<file path="src/lcs_pkg.sv">
// ----------------------------------------------------------------------------
// lcs_pkg
// Shared state and division job types for the linear congruence solver.
// ----------------------------------------------------------------------------
`default_nettype none
package lcs_pkg;
   typedef enum logic [3:0] {
      ST_IDLE,
      ST_REDUCE,
      ST_GCD_DIV,
      ST_GCD_STEP,
      ST_CHECK,
      ST_INV_DIV,
      ST_INV_MUL,
      ST_INV_STEP,
      ST_FINAL_MUL,
      ST_DONE
   } lcs_state_type;

   // Division job selectors for the shared divider.
   typedef enum logic [1:0] {
      DJ_REDUCE_KA,
      DJ_REDUCE_KB,
      DJ_REDUCE_SA,
      DJ_REDUCE_SB
   } lcs_red_type;
endpackage
`default_nettype wire

</file>
<file path="src/linear_congruence_solver_unit.sv">
// ----------------------------------------------------------------------------
// linear_congruence_solver_unit
// Solves (step_b - step_a) * t == (start_a - start_b) mod modulus with the
// extended Euclidean algorithm on one shared bit-serial divide/modmul unit.
// ----------------------------------------------------------------------------
//   channel | direction | handshake             | payload
//   req     | in        | req_valid/req_ready   | start_a start_b step_a step_b modulus
//   rsp     | out       | rsp_valid/rsp_ready   | possible steps
//
// Work: every division (four residue reductions, each Euclid quotient, the
//   divisions by the gcd) and every modular multiply runs one at a time on the
//   single shared unit, W = min(WIDTH, 32). Equal steps or a zero ring skip
//   the unit and go straight to the result.
// Reset: synchronous, clears the sequencer and the result valid.
// Stalls: req_ready is high only while idle; a held result stalls the
//   sequencer only in its last state, until that result's transfer on rsp.
`default_nettype none
module linear_congruence_solver_unit
   import lcs_pkg::*;
#(
   parameter int WIDTH = 32
) (
   input  wire logic             clock,
   input  wire logic             reset,
   input  wire logic             req_valid,
   output logic                  req_ready,
   input  wire logic [31:0]      req_start_a,
   input  wire logic [31:0]      req_start_b,
   input  wire logic [31:0]      req_step_a,
   input  wire logic [31:0]      req_step_b,
   input  wire logic [31:0]      req_modulus,
   output logic                  rsp_valid,
   input  wire logic             rsp_ready,
   output logic                  rsp_possible,
   output logic [31:0]           rsp_steps
);
   localparam int W  = (WIDTH < 32) ? WIDTH : 32;
   localparam int CW = $clog2(W + 1);

   lcs_state_type state_ff, state_in;

   // operands
   logic [W-1:0] sa_ff, sb_ff, ka_ff, kb_ff, m_ff;
   logic [W-1:0] sa_in, sb_in, ka_in, kb_in, m_in;
   logic [W-1:0] a_ff, b_ff, s_ff, a_in, b_in, s_in;
   logic [W-1:0] ro_ff, r_ff, co_ff, c_ff, ro_in, r_in, co_in, c_in;
   logic [1:0]   red_ff, red_in;
   logic [1:0]   phase_ff, phase_in;  // sub-step inside a state
   logic         ok_ff, ok_in;
   logic [W-1:0] t_ff, t_in;

   // shared unit: restoring divider / shift-add modular multiplier
   logic [W-1:0] u_x_ff, u_y_ff, u_d_ff, u_acc_ff;   // acc = remainder or product
   logic [W-1:0] u_x_in, u_y_in, u_d_in, u_acc_in;
   logic [CW-1:0] u_cnt_ff, u_cnt_in;
   logic          u_busy_ff, u_busy_in, u_mul_ff, u_mul_in;
   logic          u_start;
   logic          u_is_mul;
   logic [W-1:0]  u_op_x, u_op_y, u_op_d;

   logic          rsp_valid_ff, rsp_valid_in;
   logic          rsp_possible_ff, rsp_possible_in;
   logic [W-1:0]  rsp_steps_ff, rsp_steps_in;

   // divider step: x shifts out MSB-first into remainder, quotient into x
   logic [W:0]   div_rem;
   logic [W:0]   div_sub;
   // multiplier step: y MSB-first, acc = 2*acc (+ x) mod d
   logic [W:0]   mul_dbl, mul_add;
   logic [W-1:0] mul_d1, mul_d2;
   logic         u_done;

   always_comb begin
      div_rem = {u_acc_ff, u_x_ff[W-1]};
      div_sub = div_rem - {1'b0, u_d_ff};
      mul_dbl = {u_acc_ff, 1'b0};
      mul_d1  = (mul_dbl >= {1'b0, u_d_ff}) ? W'(mul_dbl - {1'b0, u_d_ff})
                                            : mul_dbl[W-1:0];
      mul_add = {1'b0, mul_d1} + {1'b0, u_x_ff};
      mul_d2  = u_y_ff[W-1] ? ((mul_add >= {1'b0, u_d_ff})
                ? W'(mul_add - {1'b0, u_d_ff}) : mul_add[W-1:0]) : mul_d1;
      u_done  = u_busy_ff && (u_cnt_ff == CW'(1));
   end

   always_ff @(posedge clock) begin
      if (reset) begin
         u_busy_ff <= 1'b0;
      end else begin
         u_busy_ff <= u_busy_in;
      end
      u_x_ff   <= u_x_in;
      u_y_ff   <= u_y_in;
      u_d_ff   <= u_d_in;
      u_acc_ff <= u_acc_in;
      u_cnt_ff <= u_cnt_in;
      u_mul_ff <= u_mul_in;
   end

   always_comb begin
      u_x_in = u_x_ff; u_y_in = u_y_ff; u_d_in = u_d_ff; u_acc_in = u_acc_ff;
      u_cnt_in = u_cnt_ff; u_busy_in = u_busy_ff; u_mul_in = u_mul_ff;
      if (u_start) begin
         // load operands; multiplier operands must already be below d
         u_x_in = u_op_x; u_y_in = u_op_y; u_d_in = u_op_d;
         u_acc_in = '0; u_cnt_in = CW'(W); u_busy_in = 1'b1; u_mul_in = u_is_mul;
      end else if (u_busy_ff) begin
         u_cnt_in = u_cnt_ff - CW'(1);
         if (u_done) u_busy_in = 1'b0;
         if (u_mul_ff) begin
            u_acc_in = mul_d2;
            u_y_in   = {u_y_ff[W-2:0], 1'b0};
         end else if (!div_sub[W]) begin
            u_acc_in = div_sub[W-1:0];
            u_x_in   = {u_x_ff[W-2:0], 1'b1};
         end else begin
            u_acc_in = div_rem[W-1:0];
            u_x_in   = {u_x_ff[W-2:0], 1'b0};
         end
      end
   end

   // quotient and remainder / product after the last step land here
   logic [W-1:0] u_quo, u_res;
   always_comb begin
      u_quo = u_x_in;
      u_res = u_acc_in;
   end

   always_ff @(posedge clock) begin
      if (reset) begin
         state_ff     <= ST_IDLE;
         rsp_valid_ff <= 1'b0;
      end else begin
         state_ff     <= state_in;
         rsp_valid_ff <= rsp_valid_in;
      end
      sa_ff <= sa_in; sb_ff <= sb_in; ka_ff <= ka_in; kb_ff <= kb_in; m_ff <= m_in;
      a_ff <= a_in; b_ff <= b_in; s_ff <= s_in;
      ro_ff <= ro_in; r_ff <= r_in; co_ff <= co_in; c_ff <= c_in;
      red_ff <= red_in; phase_ff <= phase_in; ok_ff <= ok_in; t_ff <= t_in;
      rsp_possible_ff <= rsp_possible_in;
      rsp_steps_ff    <= rsp_steps_in;
   end

   logic [W-1:0] neg_a;   // (s - x) mod s helper
   always_comb begin
      state_in = state_ff;
      sa_in = sa_ff; sb_in = sb_ff; ka_in = ka_ff; kb_in = kb_ff; m_in = m_ff;
      a_in = a_ff; b_in = b_ff; s_in = s_ff;
      ro_in = ro_ff; r_in = r_ff; co_in = co_ff; c_in = c_ff;
      red_in = red_ff; phase_in = phase_ff; ok_in = ok_ff; t_in = t_ff;
      rsp_valid_in = rsp_valid_ff;
      rsp_possible_in = rsp_possible_ff;
      rsp_steps_in = rsp_steps_ff;
      u_start = 1'b0; u_is_mul = 1'b0;
      u_op_x = '0; u_op_y = '0; u_op_d = m_ff;
      neg_a = '0;
      req_ready = 1'b0;

      if (rsp_valid_ff && rsp_ready) rsp_valid_in = 1'b0;

      case (state_ff)
         ST_IDLE: begin
            // the result register parts the two sides: accept while it waits
            req_ready = 1'b1;
            if (req_valid) begin
               sa_in = req_start_a[W-1:0]; sb_in = req_start_b[W-1:0];
               ka_in = req_step_a[W-1:0];  kb_in = req_step_b[W-1:0];
               m_in  = req_modulus[W-1:0];
               ok_in = 1'b0; t_in = '0; red_in = DJ_REDUCE_KA; phase_in = 2'd0;
               if (req_modulus[W-1:0] == '0 || req_step_a[W-1:0] == req_step_b[W-1:0])
                  state_in = ST_DONE;
               else
                  state_in = ST_REDUCE;
            end
         end
         ST_REDUCE: begin
            // reduce the four inputs modulo m, one division each
            if (!u_busy_ff && phase_ff == 2'd0) begin
               u_start = 1'b1; u_op_d = m_ff;
               case (red_ff)
                  DJ_REDUCE_KA: u_op_x = ka_ff;
                  DJ_REDUCE_KB: u_op_x = kb_ff;
                  DJ_REDUCE_SA: u_op_x = sa_ff;
                  default:      u_op_x = sb_ff;
               endcase
               phase_in = 2'd1;
            end else if (u_done) begin
               phase_in = 2'd0;
               case (red_ff)
                  DJ_REDUCE_KA: begin ka_in = u_res; red_in = DJ_REDUCE_KB; end
                  DJ_REDUCE_KB: begin kb_in = u_res; red_in = DJ_REDUCE_SA; end
                  DJ_REDUCE_SA: begin sa_in = u_res; red_in = DJ_REDUCE_SB; end
                  default: begin
                     sb_in = u_res;
                     a_in = (kb_ff >= ka_ff) ? W'(kb_ff - ka_ff) : W'(m_ff - ka_ff + kb_ff);
                     b_in = (sa_ff >= u_res) ? W'(sa_ff - u_res) : W'(m_ff - u_res + sa_ff);
                     ro_in = (kb_ff >= ka_ff) ? W'(kb_ff - ka_ff)
                                              : W'(m_ff - ka_ff + kb_ff);
                     r_in = m_ff;
                     state_in = ST_GCD_DIV;
                  end
               endcase
            end
         end
         ST_GCD_DIV: begin
            // gcd(a, m): ro/r hold the running pair
            if (r_ff == '0) begin
               state_in = ST_CHECK; phase_in = 2'd0;
            end else if (!u_busy_ff && phase_ff == 2'd0) begin
               u_start = 1'b1; u_op_x = ro_ff; u_op_d = r_ff; phase_in = 2'd1;
            end else if (u_done) begin
               ro_in = r_ff; r_in = u_res; phase_in = 2'd0;
            end
         end
         ST_CHECK: begin
            // ro = g; phases: b mod g with b/g, then m/g
            if (!u_busy_ff && phase_ff == 2'd0) begin
               u_start = 1'b1; u_op_x = b_ff; u_op_d = ro_ff; phase_in = 2'd1;
            end else if (u_done && phase_ff == 2'd1) begin
               if (u_res != '0) begin
                  state_in = ST_DONE;
               end else begin
                  b_in = u_quo; ok_in = 1'b1; phase_in = 2'd2;
               end
            end else if (!u_busy_ff && phase_ff == 2'd2) begin
               u_start = 1'b1; u_op_x = m_ff; u_op_d = ro_ff; phase_in = 2'd3;
            end else if (u_done && phase_ff == 2'd3) begin
               s_in = u_quo;
               if (u_quo == W'(1)) begin
                  state_in = ST_DONE;
               end else begin
                  state_in = ST_GCD_STEP; phase_in = 2'd0;
               end
            end
         end
         ST_GCD_STEP: begin
            // a / g (already < s since a < m); set up the inverse pair
            if (!u_busy_ff && phase_ff == 2'd0) begin
               u_start = 1'b1; u_op_x = a_ff; u_op_d = ro_ff; phase_in = 2'd1;
            end else if (u_done) begin
               ro_in = u_quo; r_in = s_ff; co_in = W'(1); c_in = '0;
               phase_in = 2'd0; state_in = ST_INV_DIV;
            end
         end
         ST_INV_DIV: begin
            if (r_ff == '0) begin
               state_in = ST_FINAL_MUL; phase_in = 2'd0;
            end else if (!u_busy_ff && phase_ff == 2'd0) begin
               u_start = 1'b1; u_op_x = ro_ff; u_op_d = r_ff; phase_in = 2'd1;
            end else if (u_done) begin
               // quotient held in a, remainder in b? keep b: stash in t
               a_in = u_quo; t_in = u_res; phase_in = 2'd0; state_in = ST_INV_MUL;
            end
         end
         ST_INV_MUL: begin
            // q mod s: q <= s here since ro <= s at every step, so one compare
            // and subtract reduces it
            if (!u_busy_ff && phase_ff == 2'd0) begin
               u_start = 1'b1; u_is_mul = 1'b1;
               u_op_x = (a_ff >= s_ff) ? W'(a_ff - s_ff) : a_ff;
               u_op_y = c_ff; u_op_d = s_ff; phase_in = 2'd1;
            end else if (u_done) begin
               neg_a = (u_res == '0) ? '0 : W'(s_ff - u_res);
               co_in = c_ff;
               c_in  = ({1'b0, co_ff} + {1'b0, neg_a} >= {1'b0, s_ff})
                       ? W'(co_ff + neg_a - s_ff) : W'(co_ff + neg_a);
               ro_in = r_ff; r_in = t_ff; phase_in = 2'd0; state_in = ST_INV_DIV;
            end
         end
         ST_FINAL_MUL: begin
            if (!u_busy_ff && phase_ff == 2'd0) begin
               u_start = 1'b1; u_is_mul = 1'b1;
               u_op_x = co_ff; u_op_y = b_ff; u_op_d = s_ff; phase_in = 2'd1;
            end else if (u_done) begin
               t_in = u_res; phase_in = 2'd0; state_in = ST_DONE;
            end
         end
         ST_DONE: begin
            // hold here while the previous result still waits for its transfer
            if (!rsp_valid_ff || rsp_ready) begin
               rsp_valid_in = 1'b1;
               rsp_possible_in = ok_ff;
               rsp_steps_in = ok_ff ? t_ff : '0;
               state_in = ST_IDLE;
            end
         end
         default: state_in = ST_IDLE;
      endcase
   end

   assign rsp_valid    = rsp_valid_ff;
   assign rsp_possible = rsp_possible_ff;
   assign rsp_steps    = 32'(rsp_steps_ff);
endmodule
`default_nettype wire

</file>
<file path="config.mk">
export PLATFORM = sky130hd
export DESIGN_NAME = linear_congruence_solver_unit
export DESIGN_NICKNAME = d
export VERILOG_FILES = /design/src/lcs_pkg.sv /design/src/linear_congruence_solver_unit.sv
export SDC_FILE = /design/constraint.sdc
export NUM_CORES = 2
export LEC_CHECK = 0
export BUFFER_PORTS_ARGS = -buffer_cell sky130_fd_sc_hd__buf_2
export CAP_MARGIN = 20
export CORE_ASPECT_RATIO = 1.1
export CORE_MARGIN = 3
export CORE_UTILIZATION = 45
export CTS_BUF_LIST = sky130_fd_sc_hd__clkbuf_16
export DETAILED_ROUTE_END_ITERATION = 6
export MAX_ROUTING_LAYER = met4
export PLACE_DENSITY = 0.62
export SYNTH_ARGS = -nofsm -noshare
export SYNTH_HDL_FRONTEND = slang
export SYNTH_SLANG_ARGS = --single-unit
</file>
<file path="constraint.sdc">
create_clock -name clock -period 15.8 [get_ports clock]
set_input_delay 0.79 -clock clock [delete_from_list [all_inputs] [get_ports clock]]
set_output_delay 0.79 -clock clock [all_outputs]
set_load 0.02 [all_outputs]
</file>
---- Word level (Yosys, flattened, before mapping) ----
Cells that the tools add are included.
operators by class
  equality and inequality tests ........... 51
  reductions and logical operators ........ 50
  order comparisons ....................... 6
  mux-type cells .......................... 159
  add/sub/neg operators ................... 16
  bitwise gates (word level) .............. 3
operator list
  operator                                                                 number
  32-bit two-way mux                                                       89
  32-bit case mux with 2 select lines                                      9
  32-bit case mux with 4 select lines                                      3
  32-bit subtractor                                                        9
  32-bit case mux with 3 select lines                                      2
  32-bit case mux with 6 select lines                                      1
  33-bit by 32-bit >= comparator with 1-bit output                         3
  32-bit adder                                                             3
  32-bit >= comparator                                                     3
  32-bit logical NOT                                                       3
  4-bit two-way mux                                                        20
  32-bit by 32-bit adder with 33-bit output                                2
  2-bit != test (second input constant)                                    25
  5-bit AND reduction                                                      9
  33-bit by 32-bit subtractor with 33-bit output                           1
  32-bit by 1-bit equality test with 1-bit output (second input constant)  1
  32-bit equality test                                                     1
  4-bit case mux with 8 select lines                                       1
  32-bit nonzero test                                                      1
  2-bit two-way mux                                                        12
  7-bit AND reduction                                                      3
  1-bit two-way mux                                                        17
  16-bit AND reduction                                                     1
  3-bit != test (second input constant)                                    5
  31 further kinds                                                         61
word-level totals
  flip-flop bits (word level) ............. 595
  input bits .............................. 164
  output and inout bits ................... 35
  word-level logic and storage cells ...... 312

---- Depth between registers and ports, before layout ----
  word-level depth ........................ 17
  depth in mapped cells ................... 71
  gate-level depth less buffers ........... 63

---- Worst setup path after synthesis ----
No wires, ideal clock.
  kind .................................... reg-to-reg
  start ................................... register u_d_ff[24]
  end ..................................... register c_ff[1], data pin
  period minus slack after synthesis ...... 13.787 ns
  cell stages (with the launch flop) ...... 66
  required time ........................... 15.534 ns
  arrival ................................. 13.521 ns
  setup time .............................. 0.266 ns
  setup slack ............................. 2.013 ns
  buffers on the path ..................... 8
  cells stage by stage .................... edfxtp_1 > inv_1 > ha_1 > buf_2 > a21oi_1 > o21ai_1 > a2111o_1 > a221oi_4 > o31a_1 > buf_2 > buf_2 > clkbuf_1 > o21ai_0 > ha_1 > nor2_1 > nor2_1 > nand3_1 > nand4_1 > [30 not listed] > and2_1 > o21ai_0 > o31ai_1 > o41ai_1 > o21ai_0 > a21oi_1 > xnor2_1 > ha_1 > nor2b_1 > o21a_1 > nor3_1 > a21oi_1 > o41ai_1 > a211oi_1 > nor2_1 > buf_1 > mux2i_1 > nor2_1
between the ends
  word-level cells in the longest chain between the ends .. 17
  elaborated cells between the ends (all ways) .. 24
  classes of those cells .................. add/sub: 8; order compare: 3; mux: 12; reduce/logical: 1
RTL lines
  item                                                                                          RTL line                                                                    text
  from (decl)                                                                                   linear_congruence_solver_unit.sv:53                                         logic [W-1:0] u_x_ff, u_y_ff, u_d_ff, u_acc_ff;
  from (signal assigned)                                                                        linear_congruence_solver_unit.sv:93                                         u_d_ff <= u_d_in;
  33-bit by 32-bit >= comparator with 1-bit output / 32-bit subtractor (equally long branches)  linear_congruence_solver_unit.sv:77                                         mul_d1 = (mul_dbl >= {1'b0, u_d_ff}) ? W'(mul_dbl - {1'b0, u_d_ff})
  32-bit two-way mux                                                                            linear_congruence_solver_unit.sv:77
  32-bit by 32-bit adder with 33-bit output                                                     linear_congruence_solver_unit.sv:79                                         mul_add = {1'b0, mul_d1} + {1'b0, u_x_ff};
  32-bit subtractor / 33-bit by 32-bit >= comparator with 1-bit output (equally long branches)  linear_congruence_solver_unit.sv:81, linear_congruence_solver_unit.sv:80
  32-bit two-way mux                                                                            linear_congruence_solver_unit.sv:81                                         ? W'(mul_add - {1'b0, u_d_ff}) : mul_add[W-1:0]) : mul_d1;
  32-bit two-way mux                                                                            linear_congruence_solver_unit.sv:80                                         mul_d2 = u_y_ff[W-1] ? ((mul_add >= {1'b0, u_d_ff})
  32-bit two-way mux (*)                                                                        linear_congruence_solver_unit.sv:109                                        if (u_mul_ff) begin
  32-bit two-way mux (*)                                                                        linear_congruence_solver_unit.sv:106                                        end else if (u_busy_ff) begin
  32-bit two-way mux (*)                                                                        linear_congruence_solver_unit.sv:102                                        if (u_start) begin
  32-bit subtractor / 32-bit logical NOT (equally long branches)                                linear_congruence_solver_unit.sv:264                                        neg_a = (u_res == '0) ? '0 : W'(s_ff - u_res);
  32-bit two-way mux (*)                                                                        linear_congruence_solver_unit.sv:264
  32-bit adder / 32-bit by 32-bit adder with 33-bit output (equally long branches)              linear_congruence_solver_unit.sv:267, linear_congruence_solver_unit.sv:266
  32-bit subtractor / 33-bit by 32-bit >= comparator with 1-bit output (equally long branches)  linear_congruence_solver_unit.sv:267, linear_congruence_solver_unit.sv:266
  32-bit two-way mux (*)                                                                        linear_congruence_solver_unit.sv:267                                        ? W'(co_ff + neg_a - s_ff) : W'(co_ff + neg_a);
  32-bit two-way mux (*)                                                                        linear_congruence_solver_unit.sv:263                                        end else if (u_done) begin
  32-bit two-way mux (*)                                                                        linear_congruence_solver_unit.sv:259                                        if (!u_busy_ff && phase_ff == 2'd0) begin
  32-bit case mux with 2 select lines (*)                                                       linear_congruence_solver_unit.sv:162                                        case (state_ff)
  to (signal assigned)                                                                          linear_congruence_solver_unit.sv:139                                        ro_ff <= ro_in; r_ff <= r_in; co_ff <= co_in; c_ff <= c_in;
  to (decl)                                                                                     linear_congruence_solver_unit.sv:46                                         logic [W-1:0] ro_ff, r_ff, co_ff, c_ff, ro_in, r_in, co_in, c_in;
Mark *: on every way between the ends. The rest lies on a longest branch, timed or not. The select of a mux whose other input is x is not followed.
A chain may end at the register's enable or synchronous reset.

---- Worst setup path in the final report ----
  start ................................... register u_acc_ff[25]
  end ..................................... register c_ff[14], data pin
between the ends
  word-level cells in the longest chain between the ends .. 17
  elaborated cells between the ends (all ways) .. 24
  classes of those cells .................. add/sub: 8; order compare: 3; mux: 12; reduce/logical: 1
RTL lines
  item                                                                                          RTL line                                                                    text
  from (decl)                                                                                   linear_congruence_solver_unit.sv:53
  from (signal assigned)                                                                        linear_congruence_solver_unit.sv:94                                         u_acc_ff <= u_acc_in;
  33-bit by 32-bit >= comparator with 1-bit output / 32-bit subtractor (equally long branches)  linear_congruence_solver_unit.sv:77
  32-bit two-way mux                                                                            linear_congruence_solver_unit.sv:77
  32-bit by 32-bit adder with 33-bit output                                                     linear_congruence_solver_unit.sv:79
  32-bit subtractor / 33-bit by 32-bit >= comparator with 1-bit output (equally long branches)  linear_congruence_solver_unit.sv:81, linear_congruence_solver_unit.sv:80
  32-bit two-way mux                                                                            linear_congruence_solver_unit.sv:81
  32-bit two-way mux                                                                            linear_congruence_solver_unit.sv:80
  32-bit two-way mux                                                                            linear_congruence_solver_unit.sv:109
  32-bit two-way mux (*)                                                                        linear_congruence_solver_unit.sv:106
  32-bit two-way mux (*)                                                                        linear_congruence_solver_unit.sv:102
  32-bit subtractor / 32-bit logical NOT (equally long branches)                                linear_congruence_solver_unit.sv:264
  32-bit two-way mux (*)                                                                        linear_congruence_solver_unit.sv:264
  32-bit adder / 32-bit by 32-bit adder with 33-bit output (equally long branches)              linear_congruence_solver_unit.sv:267, linear_congruence_solver_unit.sv:266
  32-bit subtractor / 33-bit by 32-bit >= comparator with 1-bit output (equally long branches)  linear_congruence_solver_unit.sv:267, linear_congruence_solver_unit.sv:266
  32-bit two-way mux (*)                                                                        linear_congruence_solver_unit.sv:267
  32-bit two-way mux (*)                                                                        linear_congruence_solver_unit.sv:263
  32-bit two-way mux (*)                                                                        linear_congruence_solver_unit.sv:259
  32-bit case mux with 2 select lines (*)                                                       linear_congruence_solver_unit.sv:162
Marked as above.

==> PnR_summary.wiki <==
{| class="wikitable"
! Metric !! Value
|-
| Highest attainable clock frequency || about 67 MHz
|-
| Chip height || between 300 and 400 um
|-
| Biggest area contributors in the synthesized netlist || sky130_fd_sc_hd__edfxtp_1 30%, sky130_fd_sc_hd__ha_1 8.8%, sky130_fd_sc_hd__a21oi_1 4.2%
|-
| Crit-path slowest cell || sky130_fd_sc_hd__or4_1
|-
| Post-Layout Inst Area || between 0.05 and 0.06 mm2
|-
| Number of port buffers || between 150 and 200
|-
| Count of state elements after synthesis || 595
|-
| Avg WL per Cell || ~35 um
|-
| Maximum number of pins on one net before global-route repair || 96
|-
| Number of different library cells in the post-synthesis netlist || 114
|-
| Delay of the slowest critical-path stage || between 500 and 600 ps
|-
| Top Ports || a little under 200
|-
| Worst Setup Start Kind || flip-flop
|-
| CTS Hold Bufs || 0
|-
| Sequential-to-total area share from yosys stat || about 33%
|-
| Setup repair after global routing missed its margin || false
|-
| Mapped Avg Cell Area || ~9 um2
|-
| Final Slew Violations || 0
|-
| Final worst clock skew || a little under 50 ps
|-
| Violated checks || design-rule violations
|-
| Warning count from the yosys run || 0
|-
| Final wirelength || 274,000 um
|-
| CP Capture Type || flip-flop
|-
| Share of the synthesized area in the top cell type || a little under a third
|-
| Total clock buffers created by CTS || 73
|-
| Clock tree from TritonCTS || built
|-
| Crit path setup slack, layout || 876 ps
|-
| Total core area || 0.113 mm2
|-
| Overall fraction of global-route tracks in use || 46.8%
|-
| Run status || finished with violations
|-
| Cell type with the highest aggregate area in the netlist || sky130_fd_sc_hd__edfxtp_1
|-
| Max-cap check violation count || 0
|-
| Area overhead of the layout relative to synthesis || 14.6%
|-
| Die area || between 0.1 and 0.15 mm2
|-
| Num rows || between 100 and 150
|-
| Instance area after placement || between 0.05 and 0.06 mm2
|-
| CTS HTree Levels || 3
|-
| Critical path class || flip-flop to flip-flop
|-
| Combined buffer and inverter count along the critical path || 7
|-
| Number of standard cells in the layout, taps in and fillers out || between 7,000 and 8,000
|-
| Worst path arrival time || 15,330 ps
|-
| Count of antenna-violating nets left after detailed routing || 0
|-
| DRC errors left || 159
|-
| Filler Cells Inserted || roughly 11,000
|-
| Insertion delay of the later-clocked pin in the worst-skew pair || between 700 and 800 ps
|-
| Min Clock Period, post-route || 14,920 ps
|-
| Primary FF master, synth || sky130_fd_sc_hd__edfxtp_1
|-
| Class of the worst hold path || input port to flip-flop
|-
| Via count || 51,800
|-
| Highest fanout seen on the critical path || 24
|-
| Fraction of final layout cells sized beyond drive strength 1 || between 10% and 20%
|-
| DR iter-0 viols || around 7,600
|-
| Required time at the endpoint of the critical path || 16,210 ps
|-
| Number of sinks driven by the clock tree || a little under 600
|-
| Flip-flop and latch area || about 0.017 mm2
|-
| Detailed Place HPWL || about 220,000 um
|-
| # placed instances || 7,603
|-
| Number of global-route vias before repair || 48,700
|-
| Clock-pin slew of the registers on the worst-case setup and hold paths || ~70 ps
|-
| Worst Max-Slew Pin Slew || about 1400 ps
|-
| Setup Viol. Count Final || 0
|-
| Wire length of the first global-routing pass || roughly 380,000 um
|-
| Share of flip-flops with an asynchronous set or reset after synthesis || 0%
|-
| Worst slew margin relative to its limit || under 10%
|-
| Synth Instances || between 5,000 and 6,000
|-
| Horizontal die dimension || roughly 330 um
|-
| Setup Slack @ Placement || 366 ps
|-
| Final Net Count || about 6,800
|-
| Share of the clock period used by the worst path after layout || a little over nine tenths
|-
| Synthesized cell area || between 0.05 and 0.06 mm2
|-
| Most common cell on crit path || sky130_fd_sc_hd__a21oi_1
|-
| Setup_tns || 0 ps
|-
| Initial standard-cell utilization of the core || between 40 and 50%
|-
| Clock root cell || sky130_fd_sc_hd__clkbuf_16
|-
| Total area of multi-input combinational cells || between 0.03 and 0.04 mm2
|-
| Number of hold-slack violations in the final timing report || 0
|-
| Category of cells accounting for the largest share of critical-path delay || compound AO/OA/AOI/OAI gates
|-
| EDFF count, synth || slightly above 500
|-
| First-pass iteration count of the detailed router || 7
|-
| Number of antenna violations at the first check in global routing || 37
|-
| Routability-driven placement congestion ratio || around 1.1
|-
| Overflow after GRT || 0
|-
| Via density || roughly 6.7
|-
| Maximum root-to-sink buffer count || 3
|-
| Net count after synthesis || 6,429
|}
==> layout make-up <==
type	instances	share of cell area [%]
well taps	1506	3.21
repair buffers	544	6.42
flip-flops and latches	595	29.1
clock buffers	75	3.20
clock inverters	59	0.964
multi-input cells	4453	53.6
inverters	528	3.38
diodes	27	0.115
==> placed cells by master, fill, tap and decap left out, types with 139 or more instances in the layout <==
master and n:
sky130_fd_sc_hd__inv_1 537, sky130_fd_sc_hd__o21ai_0 310, sky130_fd_sc_hd__xnor2_1 184, sky130_fd_sc_hd__buf_4 324, sky130_fd_sc_hd__a21oi_1 421, sky130_fd_sc_hd__edfxtp_1 519
sky130_fd_sc_hd__a21o_1 209, sky130_fd_sc_hd__buf_2 198, sky130_fd_sc_hd__nor2_1 470, sky130_fd_sc_hd__mux2i_1 139, sky130_fd_sc_hd__nand2_1 559, sky130_fd_sc_hd__ha_1 358
==> cell usage after synthesis (all sizes together) (44+ instances only) <==
cell type	instances
and2	121
mux2i	140
fa	72
clkbuf	168
a31oi	54
nor4	55
a211oi	86
o211ai	47
nor2b	45
buf	90
edfxtp	519
xnor2	184
nor2	486
a21oi	433
nor3	113
dfxtp	76
and3	44
a21o	209
o21ai	328
a222oi	103
o221ai	59
nand2	562
ha	360
a22oi	45
nand3	113
nand2b	52
xor2	129
a221oi	51
inv	526
nand4	63
o21a	72
==> metrics by stage <==
step / utilization, % / hold slack [ps]
after floorplan: - / 460
final: 52.1 / 279
after global placement: 49.5 / 478
after detailed placement: 49.5 / 482
after CTS: 51.7 / 259
after global routing: 52.1 / 298
==> logic make-up (layout without fill, tap and decap cells) <==
group / after synthesis / after routing / share of synthesized area [%]
simple gates: 1788 / 1788 / 16.7
compound gates: 1765 / 1766 / 23.9
buf+inv: 786 / 1206 / 6.03
flops: 595 / 595 / 33.4
fa+ha+maj: 432 / 432 / 11.6
xor+xnor: 313 / 313 / 5.35
mux: 154 / 154 / 3.04
other cells: 0 / 27 / 0
==> worst reg2reg max path, delay by kind of cell, from the launching register on <==
kind	cells	cell delay, ps
simple gates	13	2700
mux	1	220
fa+ha+maj	6	2110
compound gates	33	7500
flops	1	460
xor+xnor	2	320
buf+inv	7	1360
==> per-layer routing <==
layer,share of wire [%],track usage [%]
met3,9.3,10.8
met1,34,50.5
met2,44,70.3
met4,13,44.7
met5,0,-
==> path summary, 6_finish.rpt <==
kind,to,slack (ps),depth (start not counted),start
worst max-delay path,c_ff[14]$_SDFFCE_PN0P_,880,62,u_acc_ff[25]$_DFF_P_
worst max register to register,c_ff[14]$_SDFFCE_PN0P_,880,62,u_acc_ff[25]$_DFF_P_
worst min register to register,u_cnt_ff[0]$_SDFFE_PP0P_,490,2,u_cnt_ff[0]$_SDFFE_PP0P_
worst min-delay path,m_ff[29]$_DFFE_PP_,280,1,req_modulus[29]
==> timing repair <==
item                                    CTS  global route
gates resized for setup                   0            26
endpoints found under the setup margin    0            32
buffers inserted                          0            10
Power is not shown: default switching activity piles up to over one toggle a cycle in this logic, so the estimate is an artifact.
